$ cat config.mk
export PLATFORM = sky130hd
export DESIGN_NAME = mhpq_ram
export DESIGN_NICKNAME = d
export VERILOG_FILES = /design/src/sv/mhpq_ram.sv
export SDC_FILE = /design/constraint.sdc
export NUM_CORES = 1
export LEC_CHECK = 0
export ABC_CLOCK_PERIOD_IN_PS = 4100
export BUFFER_PORTS_ARGS = -buffer_cell sky130_fd_sc_hd__buf_2
export CAP_MARGIN = 5
export CORE_ASPECT_RATIO = 1.25
export CORE_MARGIN = 2
export CORE_UTILIZATION = 50
export CTS_CLUSTER_SIZE = 20
export DETAILED_ROUTE_END_ITERATION = 10
export PLACE_DENSITY_LB_ADDON = 0.05
export SLEW_MARGIN = 30
export SYNTH_ARGS = -nofsm -noshare
export SYNTH_HDL_FRONTEND = slang
export SYNTH_SLANG_ARGS = --single-unit
$ cat constraint.sdc
create_clock -name clock -period 4.1 [get_ports clock]
set_input_delay 0 -clock clock [delete_from_list [all_inputs] [get_ports clock]]
set_output_delay 0 -clock clock [all_outputs]
set_load 0.1 [all_outputs]
$ cat src/sv/mhpq_ram.sv
// ----------------------------------------------------------------------------
// Generic single-port-write, single-port-read RAM
// One write and one registered read per cycle; contents undefined at reset.
// ----------------------------------------------------------------------------
`default_nettype none

module mhpq_ram #(
   parameter int WIDTH = 8,
   parameter int DEPTH = 16
) (
   input  wire logic                     clock,
   input  wire logic                     wr_en,
   input  wire logic [$clog2(DEPTH)-1:0] wr_addr,
   input  wire logic [WIDTH-1:0]         wr_data,
   input  wire logic [$clog2(DEPTH)-1:0] rd_addr,
   output logic      [WIDTH-1:0]         rd_data
);

   logic [WIDTH-1:0] mem [DEPTH];

   // Write port and registered read port.
   always_ff @(posedge clock) begin
      if (wr_en) begin
         mem[wr_addr] <= wr_data;
      end
      rd_data <= mem[rd_addr];
   end

endmodule

`default_nettype wire

==> reports/qor.txt <==
======================================================================================
Count of buffers from port buffering                                                25
Cts bufs inserted                                                                   17
Most frequent cell after synthesis                                            edfxtp_1
Die outline area                                                           11,100 um^2
Post-route total power                                                         3.20 mW
# H-tree levels                                                                      4
Worst-case reg-to-reg path depth                                                     3
Cell count after synthesis                                                         229
Buffer levels on the longest clock path                                              2
Max rail drop VDD                                                               315 uV
Worst R2R Start                                                              mem[9][4]
Core region area                                                           10,100 um^2
Worst setup path start                                                       mem[9][4]
CP Max Fanout                                                                        1
Final setup skew                                                               7.47 ps
Clock transition at the registers of the reported paths                          50 ps
Synthesized net count                                                              247
Max transition margin                                                            0.351
Capturing instance or port of the critical path                             rd_data[4]
FF+latch count, synth                                                              136
Io pins                                                                             26
Number of iterations in the first detailed-routing pass                              4
Required arrival time at the worst endpoint                                    4380 ps
Final worst-path setup slack                                                   2700 ps
Maximum clock frequency                                                      0.714 GHz
Post-layout nets                                                                   291
Cell count after placement                                                         375
RSZ-0062 raised after global routing                                                no
Wire length after detailed routing                                             9.98 mm
Setup WS pre-CTS                                                               2350 ps
Cell type contributing the most total cell area after synthesis               edfxtp_1
Weighted congestion reported at the end of routability-driven placement          0.786
Pins Over Slew Limit                                                                 0
Synth area leaders                                                        edfxtp_1 (75%), mux4_2 (7.9%), mux4_1 (7.1%)
Layout area overhead                                                             16.9%
Initial standard-cell utilization of the core                                    0.512
Synthesized area per cell                                                    22.5 um^2
CP Launch Type                                                                register
Routed length per placed instance                                              24.1 um
Buffer cell driving the clock tree root                                      clkbuf_16
Synth warn                                                                           0
Number of vias in the routed layout                                              2,390
Final worst-path cycle share                                                     0.341
Transition at the pin with the smallest max-transition slack                    969 ps
Tot GR Track Use                                                                 0.198
Clock latency on the worst-skew pair                                            410 ps
Maximum number of pins on one net before global-route repair                        33
Slack of the worst reg-to-reg path                                             2700 ps
Kind of capture point of the worst setup path                                 register
Leakage Power                                                                  2.02 nW
Count of inserted antenna diode cells                                                0
Initial antenna violation count                                                      0
First DRT Iteration DRCs                                                           200
Endpoint of the most critical register-to-register path                     rd_data[4]
Status                                                                    finished, final reports clean
Total negative setup slack                                                        0 ps
Fraction of synthesized cell area taken by the top area cell type                0.747
Total setup violations reported at the end of the flow                               0
Vias per cell                                                                     5.76
Half-perimeter wire length after detailed placement                            5.95 mm
Site row count                                                                      41
First-pass GRT wire length                                                     15.1 mm
Final number of hold-violating endpoints                                             0
Die Wd                                                                         94.8 um
Worst min-delay path category                                             primary input to register
Number of instances resized during post-cts repair                                   0
Max_cap viols                                                                        0
Mapped cell area                                                             5150 um^2
Post-CTS setup buffers                                                               0
Chip height                                                                     117 um
Proportion of layout cells with a drive suffix above 1                           0.273
Sequential element share of the synthesized area                                 0.778
Distinct cells, synth                                                               19
TritonCTS clock tree                                                              done
Pwr Density                                                                531 nW/um^2
Crit Path Category                                                        register to register
Final standard cell count with taps included and fillers excluded                  415
Count of flip-flops with a built-in enable after synthesis                         128
Minimum period implied by the final worst setup slack                          1400 ps
Number of global-route vias before repair                                        2,478
Post-synth top cells                                                      edfxtp_1 (128), mux4_2 (18), a22oi_1 (16)
Remaining DRCs                                                                       0
Ys async rst share                                                                   0
Antenna viol nets, final                                                             0
Critical path data arrival time                                                1680 ps
Number of clock sinks                                                              136
Most used flip-flop cell after synthesis                                      edfxtp_1
Remaining Overflow, GRT                                                              0
======================================================================================
==> layout by cell type (no fill, tap or decap), types with 2 or more instances in the layout <==
cell	count
buf_4	3
a22oi_1	16
buf_2	24
clkinv_1	2
clkbuf_16	17
nor3_2	2
clkbuf_1	2
dfxtp_1	8
nand2b_1	2
bufinv_16	2
nor3_1	2
clkinv_2	7
nor2_1	11
nand3b_1	2
dlygate4sd3_1	8
mux4_2	18
nand2_1	9
mux4_1	14
edfxtp_1	128
nor2_2	2
==> routing by layer <==
metal | wire, um | GRT usage
met4 | 150 | 0.0761
met2 | 4910 | 0.294
met3 | 407 | 0.0520
met1 | 4520 | 0.285
met5 | 0 | 0
==> state kept, by name (all words and copies together), names as in the netlist <==
name / cells
mem: 128
rd_data: 8
==> area by class of cell <==
cell class                 count  area (um^2)
fill                         760         4040
clock inverter                12          110
tap                          129          161
sequential                   136         4000
multi-input combinational     83         1070
clock buffer                  20          447
timing repair buffer          35          223
==> stage by stage <==
stage	hold WS, ps	instance area, um^2	util
2_1_floorplan	98.9	5150	-
3_3_place_gp	400	5370	0.534
3_5_place_dp	405	5380	0.535
4_1_cts	57.2	6010	0.598
5_1_grt	82.0	6020	0.598
6_report	64.7	6020	0.598
==> worst min path at each step <==
stage / start / endpoint / slack (ps) / cells after the start
3_5_place_dp: wr_data[1] / mem[6][1] / 410 / 1
6_report: wr_addr[1] / mem[0][6] / 60 / 2
3_3_place_gp: wr_data[5] / mem[4][5] / 400 / 1
5_1_grt: wr_addr[0] / mem[0][7] / 80 / 2
2_1_floorplan: wr_data[0] / mem[0][0] / 100 / 0
4_1_cts: wr_addr[1] / mem[0][6] / 60 / 2
==> worst max-delay path: stages (launching register included) <==
cell and delay [ps]:
edfxtp_1 350, mux4_1 530, a22oi_1 280, nand2_1 100
==> kinds of logic (layout without fill, tap and decap cells) <==
| family | count (synthesis) | in the layout | synth area share |
|---|---|---|---|
| AND/OR/NAND/NOR | 35 | 35 | 0.0318 |
| multiplexers | 32 | 32 | 0.150 |
| flip-flops | 136 | 136 | 0.778 |
| AO/OA/AOI/OAI | 16 | 16 | 0.0233 |
| buffers and inverters | 10 | 67 | 0.0168 |
==> report_power, final <==
| group | switching, mW | internal [mW] |
|---|---|---|
| Sequential | 0.00968 | 1.56 |
| Clock | 0.526 | 0.897 |
| Combinational | 0.148 | 0.0609 |
| Total | 0.684 | 2.51 |
==> repair_timing <==
item	in CTS	in global routing
endpoints found under the setup margin	0	0
hold buffers	8	0
hold endpoints to repair	128	0
Power figures use the tool's default switching activity.
